===== src/hw/rtl/ttac_pkg.sv =====
package ttac_pkg;

  // signed width for aim centre and deviation arithmetic
  localparam int DEV_W = 13;

  localparam logic REQ_DET = 1'b0;
  localparam logic REQ_EOF = 1'b1;

  localparam logic [1:0] LASER_LEAVE = 2'd0;
  localparam logic [1:0] LASER_ON    = 2'd1;
  localparam logic [1:0] LASER_OFF   = 2'd2;

  localparam logic [1:0] REG_X_OFFSET    = 2'd0;
  localparam logic [1:0] REG_Y_OFFSET    = 2'd1;
  localparam logic [1:0] REG_MIN_SPEED_X = 2'd2;
  localparam logic [1:0] REG_MIN_SPEED_Y = 2'd3;

  localparam int          OFFSET_MID    = 25;
  localparam logic [17:0] DIST_SQ_MAX   = 18'h3FFFF;
  localparam logic [24:0] GATE_ALL_ONES = 25'h1FFFFFF;
  localparam logic [24:0] GATE_FLOOR    = 25'd10000;
  localparam logic [3:0]  SHOOT_FRAMES  = 4'd10;
  localparam logic [4:0]  TRACK_NEW     = 5'd10;
  localparam logic [4:0]  TRACK_HOLD    = 5'd20;
  localparam logic [6:0]  VEL_MAX       = 7'd100;

  typedef struct packed {
    logic       req_type;
    logic [9:0] circle_x;
    logic [8:0] circle_y;
    logic [5:0] circle_radius;
  } req_t;

  typedef struct packed {
    logic [1:0]        laser_cmd;
    logic              motors_update;
    logic signed [7:0] pan_velocity;
    logic signed [7:0] tilt_velocity;
    logic              target_seen;
  } res_t;

  // end of frame hand-off from tracking to aiming
  typedef struct packed {
    logic                    kept;
    logic signed [DEV_W-1:0] dev_x;
    logic signed [DEV_W-1:0] dev_y;
    logic [5:0]              rad;
  } aim_t;

endpackage


===== src/hw/rtl/ttac_chan_if.sv =====
interface ttac_chan_if #(parameter type T = logic);
  logic valid;
  logic ready;
  T     payload;

  modport source(output valid, output payload, input ready);
  modport sink(input valid, input payload, output ready);
endinterface


===== src/hw/rtl/ttac_axis.sv =====
module ttac_axis import ttac_pkg::*; #(
  parameter int SPAN = 640
) (
  input  logic signed [DEV_W-1:0] dev,
  input  logic [5:0]              rad,
  input  logic [4:0]              min_spd,
  output logic signed [7:0]       vel
);

  // exact floor(200*n/SPAN) for n < SPAN/2 via ceil reciprocal
  localparam int              SHIFT = 2 * $clog2(SPAN) + 1;
  localparam longint unsigned RECIP = ((longint'(200) << SHIFT) + SPAN - 1) / SPAN;
  localparam int              RCW   = $clog2(RECIP + 1);
  localparam int              PW    = DEV_W + RCW;

  logic [DEV_W-1:0] adev;
  logic [DEV_W+1:0] dev3;
  logic [PW-1:0]    prod;
  logic [6:0]       quo;
  logic [6:0]       mag;
  logic             dead;
  logic             sat;

  always_comb begin
    adev = dev[DEV_W-1] ? DEV_W'(-dev) : DEV_W'(dev);
    dev3 = {2'b00, adev} + {1'b0, adev, 1'b0};
    dead = dev3 <= (DEV_W+2)'({rad, 1'b0});
    sat  = {adev, 1'b0} >= (DEV_W+1)'(SPAN);
    prod = PW'(adev) * PW'(RECIP);
    quo  = prod[SHIFT +: 7];
    if (dead) begin
      mag = 7'd0;
    end else if (sat) begin
      mag = VEL_MAX;
    end else if (quo != 7'd0 && quo < {2'b00, min_spd}) begin
      mag = {2'b00, min_spd};
    end else begin
      mag = quo;
    end
    // drive against the deviation
    vel = dev[DEV_W-1] ? signed'({1'b0, mag}) : -signed'({1'b0, mag});
  end

endmodule


===== src/hw/rtl/ttac_track.sv =====
module ttac_track import ttac_pkg::*; #(
  parameter int RADIUS_MAX = 40
) (
  input  logic                    clk,
  input  logic                    rst_n,
  input  logic                    go,
  input  req_t                    item,
  input  logic signed [DEV_W-1:0] cx,
  input  logic signed [DEV_W-1:0] cy,
  output aim_t                    aim
);

  logic signed [DEV_W-1:0] dx;
  logic signed [DEV_W-1:0] dy;
  logic [2*DEV_W-1:0]      sqx;
  logic [2*DEV_W-1:0]      sqy;
  logic [2*DEV_W:0]        d2;
  logic [17:0]             d2_sat;
  logic [5:0]              rad_c;
  logic                    take;

  logic        found_r;
  logic [17:0] bdist_r;
  logic [9:0]  bcol_r;
  logic [8:0]  brow_r;
  logic [5:0]  brad_r;
  logic [4:0]  track_r, track_nxt;
  logic [24:0] gate_r, gate_nxt;
  logic        gate_inf_r, gate_inf_nxt;

  logic [4:0]  track_aged;
  logic [22:0] main_s;
  logic [24:0] gate49;
  logic        drop;

  // running nearest detection
  always_comb begin
    dx     = signed'({{(DEV_W-10){1'b0}}, item.circle_x}) - cx;
    dy     = signed'({{(DEV_W-9){1'b0}}, item.circle_y}) - cy;
    sqx    = dx * dx;
    sqy    = dy * dy;
    d2     = {1'b0, sqx} + {1'b0, sqy};
    d2_sat = (d2 > (2*DEV_W+1)'(DIST_SQ_MAX)) ? DIST_SQ_MAX : d2[17:0];
    rad_c  = (int'(item.circle_radius) > RADIUS_MAX) ? 6'(RADIUS_MAX) : item.circle_radius;
    take   = !found_r || (d2_sat < bdist_r);
  end

  // tracking gate at end of frame
  always_comb begin
    track_aged   = (track_r != 5'd0) ? track_r - 5'd1 : track_r;
    main_s       = 23'(bdist_r) * 23'd25;
    gate49       = 25'(bdist_r) * 25'd49;
    drop         = 1'b0;
    gate_nxt     = gate_r;
    gate_inf_nxt = gate_inf_r;
    track_nxt    = track_aged;
    priority if (track_aged != 5'd0 && !gate_inf_r &&
                 (!found_r || gate_r < 25'(main_s))) begin
      drop = 1'b1;
    end else if (track_aged != 5'd0 && found_r &&
                 (gate_inf_r || gate_r > 25'(main_s))) begin
      gate_nxt     = gate49;
      gate_inf_nxt = 1'b0;
      track_nxt    = TRACK_HOLD;
    end else if (track_aged == 5'd0) begin
      gate_nxt     = found_r ? gate49 : GATE_ALL_ONES;
      gate_inf_nxt = !found_r;
      track_nxt    = TRACK_NEW;
    end else begin
      track_nxt = track_aged;
    end
    if (!gate_inf_nxt && gate_nxt < GATE_FLOOR) begin
      gate_nxt = GATE_FLOOR;
    end
  end

  assign aim.kept  = found_r && !drop;
  assign aim.dev_x = cx - signed'({{(DEV_W-10){1'b0}}, bcol_r});
  assign aim.dev_y = cy - signed'({{(DEV_W-9){1'b0}}, brow_r});
  assign aim.rad   = brad_r;

  always_ff @(posedge clk) begin
    if (!rst_n) begin
      found_r    <= 1'b0;
      track_r    <= 5'd0;
      gate_r     <= GATE_ALL_ONES;
      gate_inf_r <= 1'b1;
    end else if (go) begin
      if (item.req_type == REQ_DET) begin
        if (take) begin
          found_r <= 1'b1;
        end
      end else begin
        found_r    <= 1'b0;
        track_r    <= track_nxt;
        gate_r     <= gate_nxt;
        gate_inf_r <= gate_inf_nxt;
      end
    end
  end

  always_ff @(posedge clk) begin
    if (go && item.req_type == REQ_DET && take) begin
      bdist_r <= d2_sat;
      bcol_r  <= item.circle_x;
      brow_r  <= item.circle_y;
      brad_r  <= rad_c;
    end
  end

  a_track_range: assert property (@(posedge clk) disable iff (!rst_n)
    track_r <= TRACK_HOLD)
    else $error("track count out of range");

  a_gate_floor: assert property (@(posedge clk) disable iff (!rst_n)
    !gate_inf_r |-> gate_r >= GATE_FLOOR)
    else $error("finite gate below floor");

  a_gate_inf: assert property (@(posedge clk) disable iff (!rst_n)
    gate_inf_r |-> gate_r == GATE_ALL_ONES)
    else $error("infinite gate not all ones");

endmodule


===== src/hw/rtl/ttac_aim.sv =====
module ttac_aim import ttac_pkg::*; #(
  parameter int FRAME_W = 640,
  parameter int FRAME_H = 480
) (
  input  logic       clk,
  input  logic       rst_n,
  input  logic       go,
  input  aim_t       aim,
  input  logic [4:0] min_x,
  input  logic [4:0] min_y,
  output res_t       res
);

  logic [2*DEV_W-1:0] sqx;
  logic [2*DEV_W-1:0] sqy;
  logic [2*DEV_W:0]   d2e;
  logic [11:0]        rsq;
  logic               shoot;
  logic [3:0]         shoot_r, shoot_nxt;
  logic [3:0]         shoot_aged;
  logic signed [7:0]  vel_x;
  logic signed [7:0]  vel_y;

  ttac_axis #(.SPAN(FRAME_W)) u_pan (
    .dev     (aim.dev_x),
    .rad     (aim.rad),
    .min_spd (min_x),
    .vel     (vel_x)
  );

  ttac_axis #(.SPAN(FRAME_H)) u_tilt (
    .dev     (aim.dev_y),
    .rad     (aim.rad),
    .min_spd (min_y),
    .vel     (vel_y)
  );

  always_comb begin
    sqx        = aim.dev_x * aim.dev_x;
    sqy        = aim.dev_y * aim.dev_y;
    d2e        = {1'b0, sqx} + {1'b0, sqy};
    rsq        = 12'(aim.rad) * 12'(aim.rad);
    // on target when 1.5*dist < radius
    shoot      = aim.kept && ((31'(d2e) * 31'd9) < 31'({rsq, 2'b00}));
    shoot_aged = (shoot_r != 4'd0) ? shoot_r - 4'd1 : shoot_r;
    shoot_nxt  = shoot ? SHOOT_FRAMES : shoot_aged;

    res.laser_cmd     = (shoot_aged == 4'd0) ? LASER_OFF : LASER_LEAVE;
    res.motors_update = 1'b1;
    res.pan_velocity  = 8'sd0;
    res.tilt_velocity = 8'sd0;
    res.target_seen   = aim.kept;
    if (shoot) begin
      res.laser_cmd     = LASER_ON;
      res.motors_update = 1'b0;
    end else if (aim.kept) begin
      res.pan_velocity  = vel_x;
      res.tilt_velocity = vel_y;
    end
  end

  always_ff @(posedge clk) begin
    if (!rst_n) begin
      shoot_r <= 4'd0;
    end else if (go) begin
      shoot_r <= shoot_nxt;
    end
  end

  a_shoot_range: assert property (@(posedge clk) disable iff (!rst_n)
    shoot_r <= SHOOT_FRAMES)
    else $error("shoot count out of range");

endmodule


===== src/hw/rtl/turret_target_aim_controller_unit.sv =====
// turret aim controller: takes one word per cycle on in_req, either a circle detection or an
// end-of-frame marker, and returns one word on out_res per end-of-frame marker (detections
// return nothing). throughput is one word per clock with no stall unless out_res backs up;
// an end-of-frame word is taken into the input register and passes on through the two
// register stages behind it: the tracking stage (nearest detection, tracking gate
// bookkeeping) and the aiming stage (exact distance, laser decision, shoot counter,
// pan/tilt velocity).
// the result register lets new words in while a result waits. registers on the apb port:
// 0x0 x_offset, 0x4 y_offset, 0x8 min_speed_x, 0xc min_speed_y; write them only while idle.
module turret_target_aim_controller_unit import ttac_pkg::*; #(
  parameter int FRAME_W    = 640,
  parameter int FRAME_H    = 480,
  parameter int RADIUS_MAX = 40
) (
  input  logic        clk,
  input  logic        rst_n,
  ttac_chan_if.sink   in_req,
  ttac_chan_if.source out_res,
  input  logic        psel,
  input  logic        penable,
  input  logic        pwrite,
  input  logic [3:0]  paddr,
  input  logic [31:0] pwdata,
  output logic [31:0] prdata,
  output logic        pready
);

  // config registers
  logic [5:0] x_off_r;
  logic [5:0] y_off_r;
  logic [4:0] min_x_r;
  logic [4:0] min_y_r;
  logic       cfg_wr;

  // pipeline
  logic v0_r;
  req_t r0_r;
  logic v1_r;
  aim_t a1_r;
  logic vo_r;
  res_t o_r;

  logic is_eof;
  logic go1;
  logic go2;
  logic in_take;

  logic signed [DEV_W-1:0] cx;
  logic signed [DEV_W-1:0] cy;
  aim_t aim_w;
  res_t res_w;

  assign pready = 1'b1;
  assign cfg_wr = psel && penable && pwrite;

  always_ff @(posedge clk) begin
    if (!rst_n) begin
      x_off_r <= 6'd25;
      y_off_r <= 6'd25;
      min_x_r <= 5'd11;
      min_y_r <= 5'd11;
    end else if (cfg_wr) begin
      unique case (paddr[3:2])
        REG_X_OFFSET:    x_off_r <= pwdata[5:0];
        REG_Y_OFFSET:    y_off_r <= pwdata[5:0];
        REG_MIN_SPEED_X: min_x_r <= pwdata[4:0];
        REG_MIN_SPEED_Y: min_y_r <= pwdata[4:0];
        default:         x_off_r <= x_off_r;
      endcase
    end
  end

  always_comb begin
    unique case (paddr[3:2])
      REG_X_OFFSET:    prdata = 32'(x_off_r);
      REG_Y_OFFSET:    prdata = 32'(y_off_r);
      REG_MIN_SPEED_X: prdata = 32'(min_x_r);
      REG_MIN_SPEED_Y: prdata = 32'(min_y_r);
      default:         prdata = 32'd0;
    endcase
  end

  // aim centre, offset of 25 means no shift
  assign cx = DEV_W'(FRAME_W / 2) + DEV_W'(x_off_r) - DEV_W'(OFFSET_MID);
  assign cy = DEV_W'(FRAME_H / 2) + DEV_W'(y_off_r) - DEV_W'(OFFSET_MID);

  // flow control: detections retire in the tracking stage, only end of frame moves on
  assign is_eof  = (r0_r.req_type == REQ_EOF);
  assign go2     = v1_r && (!vo_r || out_res.ready);
  assign go1     = v0_r && (!is_eof || !v1_r || go2);
  assign in_take = in_req.valid && in_req.ready;

  assign in_req.ready    = !v0_r || go1;
  assign out_res.valid   = vo_r;
  assign out_res.payload = o_r;

  ttac_track #(.RADIUS_MAX(RADIUS_MAX)) u_track (
    .clk   (clk),
    .rst_n (rst_n),
    .go    (go1),
    .item  (r0_r),
    .cx    (cx),
    .cy    (cy),
    .aim   (aim_w)
  );

  ttac_aim #(.FRAME_W(FRAME_W), .FRAME_H(FRAME_H)) u_aim (
    .clk   (clk),
    .rst_n (rst_n),
    .go    (go2),
    .aim   (a1_r),
    .min_x (min_x_r),
    .min_y (min_y_r),
    .res   (res_w)
  );

  always_ff @(posedge clk) begin
    if (!rst_n) begin
      v0_r <= 1'b0;
      v1_r <= 1'b0;
      vo_r <= 1'b0;
    end else begin
      if (in_take) begin
        v0_r <= 1'b1;
      end else if (go1) begin
        v0_r <= 1'b0;
      end
      if (go1 && is_eof) begin
        v1_r <= 1'b1;
      end else if (go2) begin
        v1_r <= 1'b0;
      end
      if (go2) begin
        vo_r <= 1'b1;
      end else if (out_res.ready) begin
        vo_r <= 1'b0;
      end
    end
  end

  // payload registers
  always_ff @(posedge clk) begin
    if (in_take) begin
      r0_r <= in_req.payload;
    end
    if (go1 && is_eof) begin
      a1_r <= aim_w;
    end
    if (go2) begin
      o_r <= res_w;
    end
  end

  a_only_eof_moves: assert property (@(posedge clk) disable iff (!rst_n)
    $rose(v1_r) |-> $past(v0_r && r0_r.req_type == REQ_EOF))
    else $error("aim stage loaded without end of frame word");

endmodule

===== src/flat_wrapper.sv =====
// flat-port wrapper written by rule: the top's interface ports become plain ports
module turret_target_aim_controller_unit_flat import ttac_pkg::*;
#(
  parameter int FRAME_W    = 640,
  parameter int FRAME_H    = 480,
  parameter int RADIUS_MAX = 40
)
  (clk, rst_n, psel, penable, pwrite, paddr, pwdata, prdata, pready, in_req_valid, in_req_payload, in_req_ready, out_res_valid, out_res_payload, out_res_ready);
  ttac_chan_if in_req_i ();
  ttac_chan_if out_res_i ();
  input  logic clk;
  input  logic rst_n;
  input  logic psel;
  input  logic penable;
  input  logic pwrite;
  input  logic [3:0] paddr;
  input  logic [31:0] pwdata;
  output logic [31:0] prdata;
  output logic pready;
  input wire logic [$bits(in_req_i.valid)-1:0] in_req_valid;
  input wire logic [$bits(in_req_i.payload)-1:0] in_req_payload;
  output wire logic [$bits(in_req_i.ready)-1:0] in_req_ready;
  output wire logic [$bits(out_res_i.valid)-1:0] out_res_valid;
  output wire logic [$bits(out_res_i.payload)-1:0] out_res_payload;
  input wire logic [$bits(out_res_i.ready)-1:0] out_res_ready;
  assign in_req_i.valid = in_req_valid;
  assign in_req_i.payload = in_req_payload;
  assign in_req_ready = in_req_i.ready;
  assign out_res_valid = out_res_i.valid;
  assign out_res_payload = out_res_i.payload;
  assign out_res_i.ready = out_res_ready;
  turret_target_aim_controller_unit #(.FRAME_W(FRAME_W), .FRAME_H(FRAME_H), .RADIUS_MAX(RADIUS_MAX)) u_core (.clk(clk), .rst_n(rst_n), .in_req(in_req_i), .out_res(out_res_i), .psel(psel), .penable(penable), .pwrite(pwrite), .paddr(paddr), .pwdata(pwdata), .prdata(prdata), .pready(pready));
endmodule

===== config.mk =====
export PLATFORM = sky130hd
export DESIGN_NAME = turret_target_aim_controller_unit_flat
export DESIGN_NICKNAME = d
export VERILOG_FILES = /design/src/hw/rtl/ttac_pkg.sv /design/src/hw/rtl/ttac_chan_if.sv /design/src/hw/rtl/ttac_axis.sv /design/src/hw/rtl/ttac_track.sv /design/src/hw/rtl/ttac_aim.sv /design/src/hw/rtl/turret_target_aim_controller_unit.sv /design/src/flat_wrapper.sv
export SDC_FILE = /design/constraint.sdc
export NUM_CORES = 1
export LEC_CHECK = 0
export ABC_CLOCK_PERIOD_IN_PS = 1900
export BUFFER_PORTS_ARGS = -buffer_cell sky130_fd_sc_hd__buf_2
export CELL_PAD_IN_SITES_DETAIL_PLACEMENT = 1
export CELL_PAD_IN_SITES_GLOBAL_PLACEMENT = 1
export CORE_MARGIN = 2
export CORE_UTILIZATION = 30
export DETAILED_ROUTE_END_ITERATION = 16
export MAX_ROUTING_LAYER = met4
export PLACE_DENSITY = 0.77
export SLEW_MARGIN = 20
export SYNTH_ARGS = -nofsm -noshare
export SYNTH_HDL_FRONTEND = slang
export SYNTH_SLANG_ARGS = --single-unit
export TNS_END_PERCENT = 50

===== constraint.sdc =====
create_clock -name clk -period 1.9 [get_ports clk]
set_clock_uncertainty 0.1 [all_clocks]
set_input_delay 0.095 -clock clk [delete_from_list [all_inputs] [get_ports clk]]
set_output_delay 0.095 -clock clk [all_outputs]
set_load 0.01 [all_outputs]

* Yosys cells after proc, flatten, opt, wreduce, memory -nomap -nowiden *
Cells that the tools add are included.

storage, ports and cells
  output and inout bits = 36
  memories = 0
  input bits = 44
  bits in registers = 24
  RAM bits = 0
  latch bits = 0
  logic and storage cells = 24
  ROM bits = 0

operators by class
  multipliers = 0
  reductions and logical operators = 11
  div/mod/pow operators = 0
  multiplexer cells = 4
  shifts and indexed selects = 0
  bitwise operators = 0
  add/sub/neg operators = 0
  eq/ne operators = 3
  order comparisons = 0

operator list
  kind                number
  $pmux 32 s4         1
  $reduce_and 2->1    4
  $eq 2x2->1 const B  2
  $logic_and 1x1->1   3
  $mux 1              3
  $eq 2x1->1 const B  1
  $logic_not 2->1     1
  $reduce_bool 2->1   1
  $logic_not 1->1     1
  $logic_or 1x1->1    1

* Longest topological paths before layout *
Gate-level depths: netlist of run 1.

  word-level depth = 4
  mapped depth = 5
  gate-level depth less buffers = 3

* Least setup slack after synthesis of run 1 *
Ideal clock, no wire load.

  path kind = input to register
  start point = input paddr[2]
  end point = register u_core.x_off_r[0]
  library setup time = 0.072 ns
  stages = 3
  arrival = 0.898 ns
  slack = 0.830 ns
  required time = 1.728 ns
  path buffers = 1
  cells stage by stage = buf_4 nor3_2 mux2i_1

between the ends
  longest elaborated chain between the ends = 2

RTL lines
  element                            RTL line                                 RTL
  start: declaration                 flat_wrapper.sv:16                       input logic [3:0] paddr;
  $logic_not 2->1                    turret_target_aim_controller_unit.sv:63  unique case (paddr[3:2])
  $reduce_and 2->1 (no source line)  --
  end signal: assignment             turret_target_aim_controller_unit.sv:64  REG_X_OFFSET: x_off_r <= pwdata[5:0];
  end signal: assignment             turret_target_aim_controller_unit.sv:68  default: x_off_r <= x_off_r;
  end: declaration                   turret_target_aim_controller_unit.sv:29  logic [5:0] x_off_r;

No other way between the ends.
A chain may end at the register's enable or synchronous reset.

* Worst setup path in the final report of run 1 *
  start point = register u_core.min_y_r[4]
  end point = output prdata[4]

between the ends
  longest elaborated chain between the ends = 1

RTL lines
  element                   RTL line                                 RTL
  start: declaration        turret_target_aim_controller_unit.sv:32  logic [4:0] min_y_r;
  start signal: assignment  turret_target_aim_controller_unit.sv:67  REG_MIN_SPEED_Y: min_y_r <= pwdata[4:0];
  $pmux 32 s4               turret_target_aim_controller_unit.sv:74  unique case (paddr[3:2])
  end: declaration          flat_wrapper.sv:18                       output logic [31:0] prdata;

No other way between the ends. The select of a mux whose other input is x is not followed.

==> flow_summary.toml, run 1 <==
[power]
power_frac_comb = 0.108
power_density_mw_per_mm2 = 760.8
power_leakage_nw = 0.5861
power.clock.fraction = 0.429
power_mw = 1.018
switchingPower_mw = 0.2339
sw_frac_of_total = 0.2298
ir_drop_mv = 0.2571
seqPwrFrac = 0.463
p_int_mw = 0.7838

[synth]
synth_ff_type = "dfxtp_1"
muxShareOfSynthArea = 0.2249
synthXorXnorAreaFrac = 0
synth_area_leaders = "dfxtp_1, buf_4, mux2i_1"
yosys.area.top_type = "dfxtp_1"
synth-seq-cells = 22
syn_avg_cell_area_um2 = 9.673
synth_compound_area_frac = 0.05970
syn-instance-count = 130
synth_edf_count = 0
synth_seq_area_share = 0.3502
async_flop_share = 0
yosysWarnings = 0
syn_area_mm2 = 0.001257
synth-simple-area-share = 0.1373
synthAdderAreaFrac = 0
synth_top_family_by_area = "multiplexers"
synth_cell_types = 21
synth.top_cell.area_share = 0.3502

[floorplanning]
initial_core_util = 0.3121
rows = 23
core_area_mm2 = 0.004029
die_h_um = 68.74
die_area_mm2 = 0.004725
die_x_um = 68.74
num_io_pins = 80

[placement]
hpwl_mm = 1.853
numPortBuffers = 18
gp_congestion = 0.6965
dp_cells = 191
placed_cell_area_mm2 = 0.001266

[critical_path]
cp_top_family = "multiplexers"
required_ns = 1.70
critical_path_arrival_ns = 1.19
slowest_delay_ns = 0.46
critPathBufInv = 1
slowest_stage = "mux4_2"
cp_max_fo = 2
start_kind = "register"
cp-end-kind = "primary output"
crit_type = "reg -> out"
crit_chain = "mux4_2 > buf_2"

[global_route]
antenna_found_initial = 0
gr-total-overflow = 0
grt_max_degree = 30
grt_pass1_wl_mm = 3.995
track_usage = 0.1204
grt_pass1_vias = 830

[clock_network]
cts_hold_buf = 0
cts_tree = "yes"
cts-resized-gates = 0
cts_max_level = 1
cts.clk_slew.worst_paths_ns = 0.08
clk_latency_ns = 0.26
clock-sinks = 22
cts-buffers-inserted = 3
clk_path_buf_depth = 2
postCtsSetupBuffers = 0
cts_root_buffer = "clkbuf_8"

[sta]
period_share = 0.7296
period_needed_ns = 1.386
rsz0062_at_grt = "no"
fmax_ghz = 0.7214
finalHoldViolations = 0
setup_violations = 0
final.setup.tns_ns = 0
finalMaxSlewViolations = 0
hold_slack_ns = 0.01428

[layout]
area_delta_synth_final_pct = 6.368
fillCellCount = 499
nets = 190
stdcell_area_mm2 = 0.001338
antenna_cells = 0
stdcell_count = 195
drive_above_1_share = 0.2138

[detailed_routing]
drt_iter0_markers = 37
vias = 832
via_per_inst = 4.267
drc = 0
wl_mm = 2.497
ant_nets = 0
avgRoutedWirePerCell_um = 12.81
firstDrtPassIters = 4

[job]
max_cap_violations = 0

[run_status]
status = "finished clean"

[worst_hold_path]
hp-class = "in -> reg"
tightest hold or removal path, cell delays in order:
cell and delay, ns:
buf_2 0.10, nand2_1 0.07, mux2i_1 0.06
power by group through the flow:
stage | Sequential (mW) | Combinational (mW) | Clock (mW)
final | 0.471 | 0.110 | 0.437
after detailed placement | 0.482 | 0.109 | 0
after global placement | 0.482 | 0.107 | 0
after CTS | 0.471 | 0.109 | 0.449
after global routing | 0.472 | 0.123 | 0.469
after floorplan | 0.481 | 0.126 | 0
registers in the layout, summed over array words and instances (netlist names):
register,count
u_core.x_off_r,6
u_core.min_y_r,5
u_core.y_off_r,6
u_core.min_x_r,5
layer usage:
metal | vias to the layer above | track usage | wire length, um
met1 | 401 | 0.1420 | 1049
met5 | - | - | 0
met4 | 0 | 0.03676 | 8
met3 | 2 | 0.02922 | 131
met2 | 23 | 0.2031 | 1308
li1 | 406 | - | -
final cells by class:
type	instances	area, um^2	area share
clock buffer	3	41.29	0.03087
clock inverter	1	30.03	0.02245
inverter	4	15.01	0.01123
multi-input combinational	95	643.1	0.4808
sequential	22	440.4	0.3293
tap	50	62.56	0.04677
timing repair buffer	20	105.1	0.07858
kinds of logic after synthesis:
kind of cell | Yosys count
flops | 22
buf+inv | 41
compound gates | 12
mux | 22
other cells | 2
simple gates | 31
metrics by stage:
stage                     utilization  setup WS [ns]
final                          0.3320         0.5138
after global routing           0.3320         0.4521
after CTS                      0.3320         0.4916
after detailed placement       0.3143         0.4780
after global placement         0.3143         0.5193
after floorplan                     -         0.8298
layout by cell type, fill, tap and decap left out, types with 2 or more instances in the layout:
cell and instances:
dfxtp_1 22, mux2i_1 17, mux4_2 5, inv_1 4
nand2_1 14, o211ai_1 6, clkbuf_8 3, conb_1 30
nor2b_1 9, buf_4 2, buf_2 18, o21ai_0 6
path summary, 6_finish.rpt:
| check | slack (ns) | end | cells past startpoint | from |
|---|---|---|---|---|
| setup / recovery | 0.51 | prdata[4] | 2 | u_core.min_y_r[4] |
| hold / removal | 0.01 | u_core.y_off_r[1] | 3 | pwdata[1] |
| setup reg to reg | 1.13 | u_core.min_x_r[3] | 2 | u_core.min_x_r[3] |
| hold reg to reg | 0.36 | u_core.min_x_r[4] | 2 | u_core.min_x_r[4] |
synth_stat cells, drive strengths merged, types with 2 or more instances:
master / instances
mux4: 5
nor2b: 9
dfxtp: 22
o211ai: 6
nand2: 14
clkbuf: 4
conb: 2
inv: 4
nor3: 2
o21ai: 6
buf: 33
mux2i: 17
(Power assumes the default switching activity.)
==> inputs of run 2 (changes only) <==
- ABC_CLOCK_PERIOD_IN_PS: 1900 -> 1400
- CORE_UTILIZATION: 30 -> 29
- PLACE_DENSITY: 0.77 -> 0.75
- clock period: 1.9 -> 1.4 ns (I/O delays scaled with it)
==> flow_summary.toml, run 2 (synthesis gave the netlist of run 1 again) <==
[detailed_routing]
via_per_inst = 4.257
ant_nets = 0
firstDrtPassIters = 6
vias = 860
drc = 0
drt_iter0_markers = 44
avgRoutedWirePerCell_um = 12.37
wl_mm = 2.498

[power]
ir_drop_mv = 0.4006
p_int_mw = 1.077
seqPwrFrac = 0.458
power.clock.fraction = 0.425
power_density_mw_per_mm2 = 981.9
power_leakage_nw = 0.6260
power_frac_comb = 0.117
switchingPower_mw = 0.3196
sw_frac_of_total = 0.2288

[placement]
hpwl_mm = 1.904
placed_cell_area_mm2 = 0.001289
numPortBuffers = 18
gp_congestion = 0.7461
dp_cells = 194

[floorplanning]
die_area_mm2 = 0.004879
die_x_um = 69.85
num_io_pins = 80
initial_core_util = 0.3077
die_h_um = 69.85
rows = 23
core_area_mm2 = 0.004086

[layout]
area_delta_synth_final_pct = 13.13
final_util = 0.3481
final_cell_mix = "conb_1, mux2i_1, dfxtp_1"
reg_top3 = "u_core.x_off_r: 6 flops, u_core.y_off_r: 6 flops"
fillCellCount = 489
drive_above_1_share = 0.2632
stdcell_area_mm2 = 0.001423
stdcell_count = 202
nets = 197
final_common_cell = "conb_1"
antenna_cells = 0

[critical_path]
crit_type = "reg -> out"
required_ns = 1.23
cp-end-kind = "primary output"
slowest_stage = "mux4_2"
slowest_delay_ns = 0.48
crit_chain = "mux4_2 > buf_6"
start_kind = "register"
critical_path_arrival_ns = 1.21
cp_max_fo = 2

[global_route]
grt_pass1_wl_mm = 3.981
grt_pass1_vias = 801
grt_max_degree = 28
gr-total-overflow = 0
antenna_found_initial = 0
track_usage = 0.1059

[sta]
finalHoldViolations = 0
period_needed_ns = 1.376
rsz0062_at_grt = "yes"
finalMaxSlewViolations = 0
period_share = 0.9826
fmax_ghz = 0.7270
final.setup.tns_ns = 0
setup_violations = 0

[clock_network]
cts-buffers-inserted = 3
cts_root_buffer = "clkbuf_8"
clock-sinks = 22
cts_tree = "yes"
cts.clk_slew.worst_paths_ns = 0.08
cts_max_level = 1
clk_path_buf_depth = 2
clk_latency_ns = 0.26

[run_status]
status = "finished clean"

[job]
max_cap_violations = 0

[worst_hold_path]
hp-class = "in -> reg"
## run 2: metrics by stage
stage	worst slack, ns	hold WS [ns]	power [mW]
final	0.02443	0.003717	1.397
after CTS	0.006760	0.003336	1.413
after global placement	0.1449	0.2570	0.8036
after floorplan	0.3548	0.1310	0.8242
after global routing	-0.01729	0.01778	1.454
after detailed placement	0.1064	0.2621	0.8061
## run 2: power by group through the flow
stage	clock network, mW	logic [mW]	registers, mW
floorplan	0	0.172	0.653
global placement	0	0.150	0.654
detailed placement	0	0.151	0.655
CTS	0.614	0.159	0.640
global route	0.631	0.182	0.641
finish	0.594	0.163	0.640
## run 2: worst paths after layout
| kind | slack (ns) | end | cells after the start | start |
|---|---|---|---|---|
| min reg2reg | 0.36 | u_core.min_x_r[2] | 2 | u_core.min_x_r[2] |
| max | 0.02 | prdata[4] | 2 | u_core.min_y_r[4] |
| max reg2reg | 0.60 | u_core.min_y_r[4] | 3 | u_core.min_y_r[4] |
| min | 0.004 | u_core.y_off_r[0] | 3 | pwdata[0] |
## run 2: layout make-up
cell class | count | area [um^2] | share of cell area
multi-input cells | 95 | 643.1 | 0.4521
clock inverters | 1 | 30.03 | 0.02111
well taps | 50 | 62.56 | 0.04398
clock buffers | 3 | 41.29 | 0.02902
inverters | 4 | 15.01 | 0.01055
repair buffers | 27 | 183.9 | 0.1293
flip-flops and latches | 22 | 446.7 | 0.3140
## run 2: timing repair
| item | CTS | global route |
|---|---|---|
| buffers inserted | 0 | 1 |
| endpoints found under the setup margin | 0 | 3 |
| gates resized for setup | 0 | 8 |
| hold buffers | 3 | 0 |
| endpoints found under the hold margin | 7 | 0 |
## run 2: critical path: cells and delay by family, from the launching register on
kind | cells | cell delay (ns)
buffers and inverters | 1 | 0.14
flip-flops | 1 | 0.33
multiplexers | 1 | 0.48
## run 2: metal layers
metal  up-vias  GRT usage  routed length [um]
li1        422          -                   -
met1       407     0.1228                1053
met2        31     0.1820                1257
met3         0    0.03752                 187
met4         0    0.01282                   0
met5         -          -                   0
==> inputs of run 3 (changes only) <==
- SETUP_SLACK_MARGIN: not set -> 0.05
==> flow_summary.toml, run 3 (synthesis gave the netlist of run 1 again) <==
[floorplanning]
core_area_mm2 = 0.004086
die_area_mm2 = 0.004879
num_io_pins = 80
rows = 23
initial_core_util = 0.3077
die_h_um = 69.85
die_x_um = 69.85

[sta]
period_needed_ns = 1.378
rsz0062_at_grt = "yes"
fin_ws_ns = 0.02220
finalMaxSlewViolations = 0
final.setup.tns_ns = 0
setup_violations = 0
hold_slack_ns = 0.003704
finalHoldViolations = 0
fmax_ghz = 0.7258
period_share = 0.9841

[global_route]
grt_pass1_wl_mm = 3.974
gr-total-overflow = 0
track_usage = 0.1056
antenna_found_initial = 0
grt_max_degree = 28
grt_pass1_vias = 807

[layout]
regArea_um2 = 449.2
area_delta_synth_final_pct = 14.33
stdcell_area_mm2 = 0.001438
final_cell_mix = "conb_1, mux2i_1, dfxtp_1"
reg_top3 = "u_core.x_off_r: 6 flops, u_core.y_off_r: 6 flops"
final_common_cell = "conb_1"
nets = 197
stdcell_count = 202
drive_above_1_share = 0.2763
multiInputGateArea_um2 = 643.1
antenna_cells = 0
fillCellCount = 484

[power]
p_int_mw = 1.081
ir_drop_mv = 0.4010
power_density_mw_per_mm2 = 974.3
seqPwrFrac = 0.457
switchingPower_mw = 0.3201
power_leakage_nw = 0.6307
power.clock.fraction = 0.424
power_frac_comb = 0.119
sw_frac_of_total = 0.2286

[critical_path]
crit_chain = "mux4_2 > buf_6"
required_ns = 1.23
start_kind = "register"
cp_max_fo = 2
crit_type = "reg -> out"
cp-end-kind = "primary output"
slowest_stage = "mux4_2"
critical_path_arrival_ns = 1.21
slowest_delay_ns = 0.48

[placement]
placed_cell_area_mm2 = 0.001289
pre_cts_ws_ns = 0.1064
gp_congestion = 0.7461
numPortBuffers = 18
dp_cells = 194
hpwl_mm = 1.904

[clock_network]
clk_path_buf_depth = 2
cts-buffers-inserted = 3
clock-sinks = 22
cts_max_level = 1
cts_tree = "yes"
clk_latency_ns = 0.26
cts.clk_slew.worst_paths_ns = 0.08
cts_root_buffer = "clkbuf_8"

[detailed_routing]
drt_iter0_markers = 45
ant_nets = 0
wl_mm = 2.509
via_per_inst = 4.257
vias = 860
firstDrtPassIters = 3
drc = 0
avgRoutedWirePerCell_um = 12.42

[job]
max_cap_violations = 0

[worst_hold_path]
hp-class = "in -> reg"

[run_status]
status = "finished clean"
run 3: power by group through the flow:
stage / sequential (mW) / clock [mW] / combinational (mW)
2_1_floorplan: 0.653 / 0 / 0.172
3_3_place_gp: 0.654 / 0 / 0.150
3_5_place_dp: 0.655 / 0 / 0.151
4_1_cts: 0.640 / 0.614 / 0.162
5_1_grt: 0.641 / 0.631 / 0.185
6_report: 0.640 / 0.594 / 0.167
run 3: timing repair:
action                                  in CTS  in global routing
resized for setup                            2                 10
endpoints found under the setup margin       5                  5
hold buffers                                 3                  0
endpoints found under the hold margin        7                  0
buffers inserted                             0                  1
run 3: worst max-delay path, delay by kind of cell, from the launching register on:
family | cells | cell delay [ns]
buffers and inverters | 1 | 0.14
DFF | 1 | 0.33
muxes | 1 | 0.48
run 3: metal layers:
layer | GRT usage | up-vias | routed length, um
met1 | 0.1228 | 409 | 1081
li1 | - | 422 | -
met3 | 0.03752 | 0 | 161
met5 | - | - | 0
met2 | 0.1810 | 29 | 1266
met4 | 0.01282 | 0 | 0
run 3: final timing paths:
path                           from                end  slack, ns  cells after the start
hold / removal            pwdata[0]  u_core.y_off_r[0]      0.004                      3
setup / recovery  u_core.min_y_r[4]          prdata[4]       0.02                      2
setup reg to reg  u_core.min_y_r[4]  u_core.min_y_r[4]       0.60                      3
hold reg to reg   u_core.min_x_r[2]  u_core.min_x_r[2]       0.36                      2
run 3: cell type report:
type,count,share of cell area
clock buffers,3,0.02872
clock inverters,1,0.02089
inverters,4,0.01044
multi-input cells,95,0.4473
flip-flops and latches,22,0.3124
well taps,50,0.04352
repair buffers,27,0.1366
run 3: stage by stage:
stage,util,total power [mW]
CTS,0.3432,1.416
finish,0.3518,1.401
global route,0.3518,1.458
global placement,0.3154,0.8036
floorplan,-,0.8242
detailed placement,0.3154,0.8061
